`config.mk`:
```
export PLATFORM = sky130hd
export DESIGN_NAME = length_prefix_deframer_unit
export DESIGN_NICKNAME = d
export VERILOG_FILES = /design/src/rtl/lpd_pkg.sv /design/src/rtl/length_prefix_deframer_unit.sv
export VERILOG_INCLUDE_DIRS = /design/src /design/src/rtl
export SDC_FILE = /design/constraint.sdc
export NUM_CORES = 1
export LEC_CHECK = 0
export BUFFER_PORTS_ARGS = -buffer_cell sky130_fd_sc_hd__buf_2
export CELL_PAD_IN_SITES_DETAIL_PLACEMENT = 0
export CELL_PAD_IN_SITES_GLOBAL_PLACEMENT = 1
export CORE_AREA = 4 4 99 124
export CTS_CLUSTER_DIAMETER = 40
export DETAILED_ROUTE_END_ITERATION = 10
export DIE_AREA = 0 0 103 128
export HOLD_SLACK_MARGIN = 0.03
export PLACE_DENSITY = 0.57
export SYNTH_ARGS = -nofsm -noshare
export SYNTH_HDL_FRONTEND = slang
export SYNTH_SLANG_ARGS = --single-unit
```
`constraint.sdc`:
```
create_clock -name clk -period 5.6 [get_ports clk]
set_clock_uncertainty 0.1 [all_clocks]
set_input_delay 0.84 -clock clk [delete_from_list [all_inputs] [get_ports clk]]
set_output_delay 0.84 -clock clk [all_outputs]
set_load 0.05 [all_outputs]
```
`src/rtl/length_prefix_deframer_unit_defines.svh`:
```
// Assertion macros for the length-prefix deframer.
`ifndef LENGTH_PREFIX_DEFRAMER_UNIT_DEFINES_SVH
`define LENGTH_PREFIX_DEFRAMER_UNIT_DEFINES_SVH
`ifndef ASSERT_OFF
`define LPD_ASSERT(lbl, prop) \
	lbl: assert property (@(posedge clk) disable iff (!arst_n) prop) \
		else $error("deframer assertion failed");
`define LPD_ASSERT_IMPL(lbl, ante, cons) \
	`LPD_ASSERT(lbl, (ante) |-> (cons))
`else
`define LPD_ASSERT(lbl, prop)
`define LPD_ASSERT_IMPL(lbl, ante, cons)
`endif
`endif

```
`src/rtl/lpd_pkg.sv`:
```
// Package with the phase codes and result type of the length-prefix deframer.
`timescale 1ns / 1ps
package lpd_pkg;
	localparam int PHASE_W = 2;
	localparam logic [PHASE_W-1:0] PHASE_LEN_HI  = 2'd0;
	localparam logic [PHASE_W-1:0] PHASE_LEN_LO  = 2'd1;
	localparam logic [PHASE_W-1:0] PHASE_PAYLOAD = 2'd2;

	localparam int BYTE_W = 8;
	localparam int LEN_W  = 16;

	typedef struct packed {
		logic [BYTE_W-1:0] payload_byte;
		logic              first_of_message;
		logic              last_of_message;
		logic              empty_message;
		logic [LEN_W-1:0]  message_length;
	} result_t;
endpackage

```
`src/rtl/length_prefix_deframer_unit.sv`:
```
// Top level of the two-byte length-prefix deframer for a TCP byte stream.
`timescale 1ns / 1ps
// The block takes one stream word per cycle unless a held output stalls the input. Each message
// starts with a big-endian 16-bit length; for a nonzero length the two length words give no
// result. Every payload word gives one result carrying the byte, the message length, and first
// and last flags; a zero-length message gives a single result with the empty flag when its low
// length word arrives. An accepted word is held in the input register, where the phase and byte
// counters are updated, and its result is then registered in the output register. A held output
// only stalls the input once the input register also holds a word that produces a result.
`include "length_prefix_deframer_unit_defines.svh"
module length_prefix_deframer_unit (
	input  logic                       clk,
	input  logic                       arst_n,
	input  logic                       in_valid,
	output logic                       in_ready,
	input  logic [lpd_pkg::BYTE_W-1:0] stream_byte,
	output logic                       out_valid,
	input  logic                       out_ready,
	output logic [lpd_pkg::BYTE_W-1:0] payload_byte,
	output logic                       first_of_message,
	output logic                       last_of_message,
	output logic                       empty_message,
	output logic [lpd_pkg::LEN_W-1:0]  message_length
);
	import lpd_pkg::*;

	logic               valid_s1;
	logic [BYTE_W-1:0]  byte_s1;
	logic               valid_s2;
	result_t            result_s2;

	logic [PHASE_W-1:0] phase_q;
	logic [BYTE_W-1:0]  length_high_byte_q;
	logic [LEN_W-1:0]   current_length_q;
	logic [LEN_W-1:0]   bytes_remaining_q;

	logic [PHASE_W-1:0] phase_d;
	logic [BYTE_W-1:0]  length_high_byte_d;
	logic [LEN_W-1:0]   current_length_d;
	logic [LEN_W-1:0]   bytes_remaining_d;
	logic [LEN_W-1:0]   new_length;
	logic               has_result;
	result_t            result_d;
	logic               advance_s1;

	always_comb begin
		phase_d            = phase_q;
		length_high_byte_d = length_high_byte_q;
		current_length_d   = current_length_q;
		bytes_remaining_d  = bytes_remaining_q;
		new_length         = {length_high_byte_q, byte_s1};
		has_result         = 1'b0;
		result_d           = '0;
		unique case (phase_q)
			PHASE_LEN_LO: begin
				current_length_d = new_length;
				bytes_remaining_d = new_length;
				if (new_length == '0) begin
					phase_d = PHASE_LEN_HI;
					has_result = 1'b1;
					result_d.first_of_message = 1'b1;
					result_d.last_of_message = 1'b1;
					result_d.empty_message = 1'b1;
				end else begin
					phase_d = PHASE_PAYLOAD;
				end
			end
			PHASE_PAYLOAD: begin
				if (bytes_remaining_q != '0) begin
					bytes_remaining_d = bytes_remaining_q - LEN_W'(1);
					if (bytes_remaining_q == LEN_W'(1)) begin
						phase_d = PHASE_LEN_HI;
					end
					has_result = 1'b1;
					result_d.payload_byte = byte_s1;
					result_d.first_of_message = (bytes_remaining_q == current_length_q);
					result_d.last_of_message = (bytes_remaining_q == LEN_W'(1));
					result_d.message_length = current_length_q;
				end else begin
					length_high_byte_d = byte_s1;
					phase_d = PHASE_LEN_LO;
				end
			end
			default: begin
				length_high_byte_d = byte_s1;
				phase_d = PHASE_LEN_LO;
			end
		endcase
	end

	// A word leaves the input register unless its result has nowhere to go.
	assign advance_s1 = valid_s1 && (!has_result || !valid_s2 || out_ready);
	assign in_ready   = !valid_s1 || advance_s1;

	always_ff @(posedge clk or negedge arst_n) begin
		if (!arst_n) begin
			valid_s1 <= 1'b0;
		end else if (in_ready) begin
			valid_s1 <= in_valid;
		end
	end

	always_ff @(posedge clk) begin
		if (in_ready && in_valid) begin
			byte_s1 <= stream_byte;
		end
	end

	always_ff @(posedge clk or negedge arst_n) begin
		if (!arst_n) begin
			phase_q            <= PHASE_LEN_HI;
			length_high_byte_q <= '0;
			current_length_q   <= '0;
			bytes_remaining_q  <= '0;
		end else if (advance_s1) begin
			phase_q            <= phase_d;
			length_high_byte_q <= length_high_byte_d;
			current_length_q   <= current_length_d;
			bytes_remaining_q  <= bytes_remaining_d;
		end
	end

	always_ff @(posedge clk or negedge arst_n) begin
		if (!arst_n) begin
			valid_s2 <= 1'b0;
		end else if (advance_s1 && has_result) begin
			valid_s2 <= 1'b1;
		end else if (out_ready) begin
			valid_s2 <= 1'b0;
		end
	end

	always_ff @(posedge clk) begin
		if (advance_s1 && has_result) begin
			result_s2 <= result_d;
		end
	end

	assign out_valid        = valid_s2;
	assign payload_byte     = result_s2.payload_byte;
	assign first_of_message = result_s2.first_of_message;
	assign last_of_message  = result_s2.last_of_message;
	assign empty_message    = result_s2.empty_message;
	assign message_length   = result_s2.message_length;

	`LPD_ASSERT_IMPL(a_payload_iff_remaining, 1'b1, (phase_q == PHASE_PAYLOAD) == (bytes_remaining_q != '0))
	`LPD_ASSERT_IMPL(a_remaining_bounded, phase_q == PHASE_PAYLOAD, bytes_remaining_q <= current_length_q)
	`LPD_ASSERT_IMPL(a_empty_shape, valid_s2 && result_s2.empty_message, result_s2.first_of_message && result_s2.last_of_message && (result_s2.message_length == '0) && (result_s2.payload_byte == '0))
	`LPD_ASSERT_IMPL(a_stall_holds_input, valid_s1 && !advance_s1, ##1 (valid_s1 && $stable(byte_s1)))
endmodule

```
-- After elaboration in Yosys (flattened, before gate mapping)
Cells that the tools add are included.
- register bits after elaboration: 79
- input port bits: 12
- output and inout port bits: 29
- word-level logic and storage cells: 55
- add/subtract/negate cells: 1
- eq/ne operators: 7
- muxes and demuxes: 16
- bitwise operators: 1
- reduce and logical (&&, ||, !) cells: 18
- operators with widths (cell ; number):
    case mux 16 bit (2 select lines) ; 1
    equality test 16 x 1 -> 1 bit, second input constant ; 1
    equality test 16 bit ; 1
    logical NOT 16 bit ; 1
    2-to-1 mux 16 bit ; 1
    case mux 8 bit (2 select lines) ; 1
    nonzero test 16 bit ; 1
    subtractor 16 x 1 -> 16 bit, second input constant ; 1
    2-to-1 mux 2 bit ; 4
    2-to-1 mux 8 bit ; 1
    case mux 2 bit (2 select lines) ; 2
    AND reduction 2 bit ; 3
    AND reduction 3 bit ; 2
    2-to-1 mux 1 bit ; 4
    != test 2 bit, second input constant ; 2
    nonzero test 2 bit ; 2
    logical AND 1 bit ; 3
    logical NOT 1 bit ; 3
    logical OR 1 bit ; 3
    2-to-1 mux 3 bit ; 1
    != test 3 bit, second input constant ; 1
    equality test 2 x 1 -> 1 bit, second input constant ; 1
    equality test 2 bit, second input constant ; 1
    case mux 1 bit (2 select lines) ; 1
    inverter 1 bit ; 1

-- Logic depth before layout (Yosys ltp)
Gate-level depths: netlist (run 1).
- depth in word-level cells: 9
- gate-level depth with buffers: 8
- depth with buffers taken out: 7

-- Worst setup path before layout (run 1)
Ideal clock, no wire load.
- path kind: flip-flop to flip-flop
- start point: register bytes_remaining_q[0]
- end point: register result_s2, in the netlist empty_message, enable pin
- setup time: 0.445 ns
- arrival time: 3.394 ns
- required time: 5.055 ns
- setup slack: 1.661 ns
- cell stages (with the launch flop): 8
- buffers on the path: 0
- clock period less this slack: 3.939 ns
- cell sequence: dfrtp_1 -> inv_1 -> ha_1 -> nor4b_1 -> and4_1 -> nor2_1 -> o21ai_1 -> nor3_1
- longest elaborated chain between the ends: 8
- RTL lines (what ; line ; RTL):
    start: declaration ; length_prefix_deframer_unit.sv:35 ; logic [LEN_W-1:0] bytes_remaining_q;
    start signal: assignment ; length_prefix_deframer_unit.sv:119 ; bytes_remaining_q <= bytes_remaining_d;
    nonzero test 16 bit * ; length_prefix_deframer_unit.sv:69 ; if (bytes_remaining_q != '0) begin
    2-to-1 mux 1 bit * ; length_prefix_deframer_unit.sv:69 ;
    case mux 1 bit (2 select lines) * ; length_prefix_deframer_unit.sv:54 ; unique case (phase_q)
    logical NOT 1 bit ; length_prefix_deframer_unit.sv:92 ; assign advance_s1 = valid_s1 && (!has_result || !valid_s2 || out_ready);
    logical OR 1 bit (2 in a row) ; length_prefix_deframer_unit.sv:92 ;
    logical AND 1 bit ; length_prefix_deframer_unit.sv:92 ;
    logical AND 1 bit * ; length_prefix_deframer_unit.sv:134 ; if (advance_s1 && has_result) begin
    end signal: assignment ; length_prefix_deframer_unit.sv:135 ; result_s2 <= result_d;
    end: declaration ; length_prefix_deframer_unit.sv:30 ; result_t result_s2;
Every way passes the cells marked *; elsewhere a longest branch is shown, timed or not.
A chain may end at the register's enable or synchronous reset.

-- Worst setup path in the final report (run 1)
- start point: register phase_q[0]
- end point: output port in_ready
- longest elaborated chain between the ends: 7
- elaborated cells on any way between the ends: 8
- RTL lines (what ; line ; RTL):
    start: declaration ; length_prefix_deframer_unit.sv:32 ; logic [PHASE_W-1:0] phase_q;
    start signal: assignment ; length_prefix_deframer_unit.sv:116 ; phase_q <= phase_d;
    equality test 2 bit or equality test 2 x 1 -> 1 bit (tied branches) ; length_prefix_deframer_unit.sv:54 ;
    case mux 1 bit (2 select lines) * ; length_prefix_deframer_unit.sv:54 ;
    logical NOT 1 bit * ; length_prefix_deframer_unit.sv:92 ;
    logical OR 1 bit * (2 in a row) ; length_prefix_deframer_unit.sv:92 ;
    logical AND 1 bit * ; length_prefix_deframer_unit.sv:92 ;
    logical OR 1 bit * ; length_prefix_deframer_unit.sv:93 ; assign in_ready = !valid_s1 || advance_s1;
    end: declaration ; length_prefix_deframer_unit.sv:15 ; output logic in_ready,
Marked as above.

==> results of run 1 <==
## path summary, 6_finish.rpt
| path | start | endpoint | slack, ns |
|---|---|---|---|
| min in group asynchronous | arst_n | current_length_q[13] | 0.58 |
| max in group asynchronous | arst_n | length_high_byte_q[2] | 4.18 |
| max | phase_q[0] | in_ready | 1.79 |
| min | phase_q[0] | phase_q[0] | 0.44 |
| max reg2reg | bytes_remaining_q[0] | bytes_remaining_q[1] | 1.99 |
| min reg2reg | phase_q[0] | phase_q[0] | 0.44 |
## cell families (layout without fill, tap and decap cells)
kind of cell / count (synthesis) / count (layout) / synth area share, %
AOI/OAI and AO/OA: 43 / 43 / 9.89
xor gates and xnor gates: 16 / 16 / 3.68
adders and majority gates: 5 / 5 / 1.64
buffers and inverters: 25 / 65 / 2.86
DFF: 79 / 79 / 56.5
muxes: 28 / 28 / 8.22
and+or+nand+nor: 105 / 105 / 17.2
## flip-flops by register name, summed over array words and instances, names as in the netlist, 2 cells and up
register	flops
phase_q	2
current_length_q	16
payload_byte	8
bytes_remaining_q	16
byte_s1	8
message_length	16
length_high_byte_q	8
## per-stage QoR
stage	instance area [um^2]	setup WS [ns]
after floorplan	3810	1.66
after global placement	4120	2.05
after detailed placement	4120	1.92
after CTS	4390	1.81
after global routing	4390	1.54
final	4390	1.79
## power by group through the flow
stage	Clock, mW	Combinational (mW)	Sequential, mW
after floorplan	0	0.139	0.715
after global placement	0	0.211	0.707
after detailed placement	0	0.211	0.707
after CTS	0.561	0.212	0.695
after global routing	0.587	0.231	0.703
final	0.546	0.208	0.695
## cells in the final DEF, fill, tap and decap left out, types with 3 or more instances in the layout
| master | synthesis | routed |
|---|---|---|
| dfrtp_1 | 44 | 44 |
| buf_2 | 6 | 40 |
| edfxtp_1 | 35 | 35 |
| mux2_1 | 26 | 26 |
| and3_1 | 24 | 24 |
| nand3_1 | 19 | 19 |
| xnor2_1 | 16 | 16 |
| clkbuf_16 | 0 | 9 |
| nor4_1 | 7 | 7 |
| nor2_1 | 7 | 7 |
| nand4_1 | 7 | 7 |
| inv_1 | 6 | 6 |
| nor3_1 | 7 | 6 |
| a32oi_1 | 6 | 6 |
| nand2_1 | 5 | 5 |
| or4_1 | 5 | 5 |
| ha_1 | 5 | 5 |
| nand2b_1 | 4 | 4 |
| a211o_1 | 4 | 4 |
| or3_1 | 3 | 3 |
| a21oi_1 | 3 | 3 |
| o41ai_1 | 3 | 3 |
| or3_4 | 3 | 3 |
| a32o_1 | 3 | 3 |
| a221o_1 | 3 | 3 |
| clkinv_2 | 0 | 3 |
| buf_4 | 0 | 3 |
## routing by layer
| layer | vias up | routed length (um) | track usage, % |
|---|---|---|---|
| li1 | 1240 | - | - |
| met1 | 1325 | 4160 | 20.9 |
| met2 | 57 | 4890 | 26.3 |
| met3 | 10 | 426 | 2.83 |
| met4 | 0 | 153 | 6.02 |
| met5 | - | 0 | 0 |
## layout make-up
class                      count  area share, %
clock buffer                  11           5.53
clock inverter                 5          0.712
inverter                       6          0.513
multi-input combinational    197           35.3
sequential                    79           49.0
tap                          135           3.85
timing repair buffer          43           5.07
==> results.ini, run 1 <==
[outcome]
status = complete, no violations

[placed_design]
gp_congestion = 0.821
portBuffers = 40
placedCellCount = 460
dpl.hpwl_mm = 6.70

[power_and_ir_drop]
comb_power_share_pct = 14.4
p_sw_share_pct = 28.8
ir_drop_uv = 118
seq_power_share_pct = 48.0
clkPwrFrac_pct = 37.6
power_mw = 1.45
p_sw_mw = 0.417
leakagePower_nw = 1.84
internal_power_mw = 1.03
powerDensity_nw_per_um2 = 330

[drt]
vias = 2632
antenna_left = 0
firstDrtPassIters = 4
wl_mm = 9.63
drt_iter0_drc = 234
vias_per_cell = 5.53
post-route-drc-count = 0
wl_per_cell_um = 20.2

[sta]
relSlewSlack_pct = 31.5
period_needed_ns = 3.81
setup_viol = 0
hold_ws_ns = 0.442
rsz0062_at_grt = false
final.setup.tns_ns = 0
clock.fmax_mhz = 263
final_max_slew_viol_count = 0
hold_viol_final = 0
max_slew.worst_pin.slew_ns = 1.03
fin_crit_sh_pct = 68.0

[yosys]
synth_fp_nets = 318
ys_ff_latch = 79
ys_async_sr_fraction_pct = 55.7
synth.area.top_cells = dfrtp_1, edfxtp_1, mux2_1
ys_types = 52
syn_inst = 301
synth-edff-count = 35
synthMostInstantiatedCell = dfrtp_1
ys.flop_type = dfrtp_1
yosys_warnings = 0
ys_seq_area_share_pct = 56.5
synth_area_leader_cell = dfrtp_1
yosysTopAreaCellShare_pct = 28.9
synth_common_cells = dfrtp_1, edfxtp_1, mux2_1
synth_area_um2 = 3810
syn_area_per_cell_um2 = 12.6

[global_routing]
grt_max_degree = 50
antenna_found_initial = 0
grt_pass1_vias = 2755
grt_usage_pct = 16.0
grt_pass1_wl_mm = 15.7
overflow = 0

[floorplan]
rows = 43
start_util_pct = 34.3
die_w_um = 103
dieArea_um2 = 13200
fp.dieH_um = 128
core_area_um2 = 11100
ios = 41

[flow_run]
maxCapViolCount = 0

[cts]
cts-resized-gates = 0
clock_path_buffers = 2
clock_sinks = 79
clk_latency_ns = 0.34
hold_buffers = 0
root_buffer = clkbuf_16
post_cts_buffers = 0
cts.htree.levels = 3
cts_tree = built
cts_buffers = 9
cts.clk_slew.worst_paths_ns = 0.06

[layout]
fin_util_pct = 39.6
nets = 353
fillCellCount = 1081
multi_input_area_um2 = 1550
num_antenna_cells = 0
drive_gt1_share_pct = 20.5
area_growth_pct = 15.4
final_cells = 476
regArea_um2 = 2150

[setup_path]
critPathMaxFanout = 49
slowest_delay_ns = 0.48
cp_cell_sequence = inv_1, ha_1, buf_4, inv_1, nor2_1, o21ai_1, nand2b_1, buf_2
worstSetupStartpointType = register
worstPathArrival_ns = 2.87
cp_top_family = buffers and inverters
crit_buf_inv = 4
required_ns = 4.66
crit_path_end_kind = output port
crit_top_cell = inv_1
slowest_stage = nor2_1
ff2ff_path_depth = 7
path_depth = 8
crit_type = reg -> out

[worst_hold_path]
hp-class = reg -> reg
hold_depth = 1

(Power assumes the default switching activity.)
==> run 2: changes to the inputs <==
--- a/config.mk
+++ b/config.mk
@@ -14,7 +14,7 @@
 export DETAILED_ROUTE_END_ITERATION = 10
 export DIE_AREA = 0 0 103 128
 export HOLD_SLACK_MARGIN = 0.03
-export PLACE_DENSITY = 0.57
+export PLACE_DENSITY = 0.6
 export SYNTH_ARGS = -nofsm -noshare
 export SYNTH_HDL_FRONTEND = slang
 export SYNTH_SLANG_ARGS = --single-unit
==> constraint.sdc (replaced) <==
create_clock -name clk -period 3.2 [get_ports clk]
set_clock_uncertainty 0.1 [all_clocks]
set_input_delay 0.48 -clock clk [delete_from_list [all_inputs] [get_ports clk]]
set_output_delay 0.48 -clock clk [all_outputs]
set_load 0.05 [all_outputs]
==> run 2 against run 1 <==
Power increased by 86%; routed wire length increased by 1.3%; largest power group unchanged; first-iteration DRC count decreased by 14%; non-clock buffer count increased by 8; critical path type unchanged.
==> results.ini, run 2 (same netlist as run 1, synthesis figures left out) <==
[floorplan]
rows = 43  ; unchanged
ios = 41  ; unchanged
dieArea_um2 = 13200  ; unchanged
die_w_um = 103  ; unchanged
start_util_pct = 34.3  ; unchanged
core_area_um2 = 11100  ; unchanged
fp.dieH_um = 128  ; unchanged

[setup_path]
slowest_delay_ns = 0.43  ; -0.05 ns
worstPathArrival_ns = 2.41  ; -0.46 ns
cp_cell_sequence = inv_1, ha_1, nor4b_2, and4_1, nor2_2, o21ai_1, buf_4, nand2b_1, buf_2
worstSetupStartpointType = register
critPathMaxFanout = 5  ; -90%
crit_path_end_kind = output port
crit_type = reg -> out
slowest_stage = dfrtp_1
required_ns = 2.62  ; -2.04 ns

[layout]
drive_gt1_share_pct = 22.6  ; +2.1 points
final_common_cell = dfrtp_1
final_area_um2 = 4510  ; +2.7%
nets = 361  ; +2.3%
layout_common_cells = dfrtp_1, buf_2, edfxtp_1
area_growth_pct = 18.4
num_antenna_cells = 0  ; unchanged

[sta]
period_needed_ns = 2.99
final_max_slew_viol_count = 0  ; unchanged
relSlewSlack_pct = 29.7  ; -1.8 points
clock.fmax_mhz = 334
max_slew.worst_pin.slew_ns = 1.05  ; +0.0264 ns
hold_viol_final = 0  ; unchanged
rsz0062_at_grt = false
fin_crit_sh_pct = 93.4
hold_ws_ns = 0.213  ; -0.228 ns
setup_viol = 0  ; unchanged
final.setup.tns_ns = 0  ; unchanged

[drt]
wl_per_cell_um = 20.1  ; -0.37%
antenna_left = 0  ; unchanged
drt_iter0_drc = 201  ; -14%
wl_mm = 9.75  ; +1.3%
firstDrtPassIters = 4  ; unchanged
post-route-drc-count = 0  ; unchanged
vias = 2684  ; +2.0%
vias_per_cell = 5.55  ; +0.29%

[cts]
cts.clk_slew.worst_paths_ns = 0.06  ; about the same
clock_sinks = 79  ; unchanged
cts_buffers = 9  ; unchanged
cts.htree.levels = 3  ; unchanged
hold_buffers = 0  ; unchanged
post_cts_buffers = 0  ; unchanged
cts-resized-gates = 0  ; unchanged
clock_path_buffers = 2  ; unchanged
clk_latency_ns = 0.34  ; about the same
cts_tree = built
root_buffer = clkbuf_16

[global_routing]
grt_pass1_vias = 2728  ; -0.98%
overflow = 0  ; unchanged
grt_usage_pct = 15.9  ; -0.071 points
antenna_found_initial = 0  ; unchanged
grt_max_degree = 49  ; -2.0%
grt_pass1_wl_mm = 15.6  ; -0.53%

[flow_run]
maxCapViolCount = 0  ; unchanged

[placed_design]
gp_congestion = 0.800  ; -2.5%
dpl-instance-area_um2 = 4180  ; +1.6%
dpl.hpwl_mm = 6.95  ; +3.7%
portBuffers = 40  ; unchanged

[power_and_ir_drop]
leakagePower_nw = 1.90  ; +3.3%
powerDensity_nw_per_um2 = 599  ; +81%
ir_drop_uv = 316  ; +170%

[worst_hold_path]
hp-class = in -> reg

[outcome]
status = complete, no violations

## run 2: changes by cell type in the layout (fill, tap and decap cells not counted), sizes merged
cell / delta
inv: -1
clkinv: -1
clkbuf: +1
clkinvlp: -1
bufinv: +2
buf: +8
## run 2: final timing paths
path                                 startpoint               endpoint  slack (ns)  cells after the start
setup / recovery           bytes_remaining_q[0]               in_ready        0.21                      9
hold / removal                   stream_byte[1]             byte_s1[1]        0.21                      1
setup reg to reg           bytes_remaining_q[0]      message_length[7]        0.61                      9
hold reg to reg             current_length_q[7]    current_length_q[7]        0.44                      1
max in group asynchronous                arst_n  length_high_byte_q[6]        2.12                      1
min in group asynchronous                arst_n    current_length_q[1]        0.22                      1
## run 2: stage by stage
stage	worst slack (ns)	total power, mW	utilization, %	cells
final	0.210	2.70	40.7	484
after global routing	0.0292	2.82	40.7	484
after CTS	0.0913	2.72	40.6	484
after detailed placement	0.474	1.61	37.7	468
after global placement	0.545	1.62	37.7	468
after floorplan	0.0787	1.50	-	301
## run 2: cell type report
cell class	count	area, um^2
clock buffers	12	246
clock inverters	4	70.1
fillers	1071	6580
inverters	6	22.5
multi-input cells	197	1570
flip-flops and latches	79	2150
well taps	135	169
repair buffers	51	283
## run 2: routing by layer
layer  share of wire (%)  track usage, %  vias to the layer above
met5                   0               0                        -
met4                 2.2            5.64                        0
met3                 3.9            3.65                       12
met2                  50            25.3                       75
met1                  44            21.3                     1340
li1                    -               -                     1257
## run 2: where the power goes
part / switching [mW] / internal (mW) / total [mW]
clock network: 0.399 / 0.702 / 1.10
logic: 0.243 / 0.142 / 0.385
registers: 0.0865 / 1.13 / 1.21
total: 0.728 / 1.97 / 2.70
## run 2: worst max-delay path, delay by kind of cell, from the launching register on
kind            cells  cell delay (ns)
compound gates      1             0.10
fa+ha+maj           1             0.25
buf+inv             3             0.51
flops               1             0.43
simple gates        4             0.79
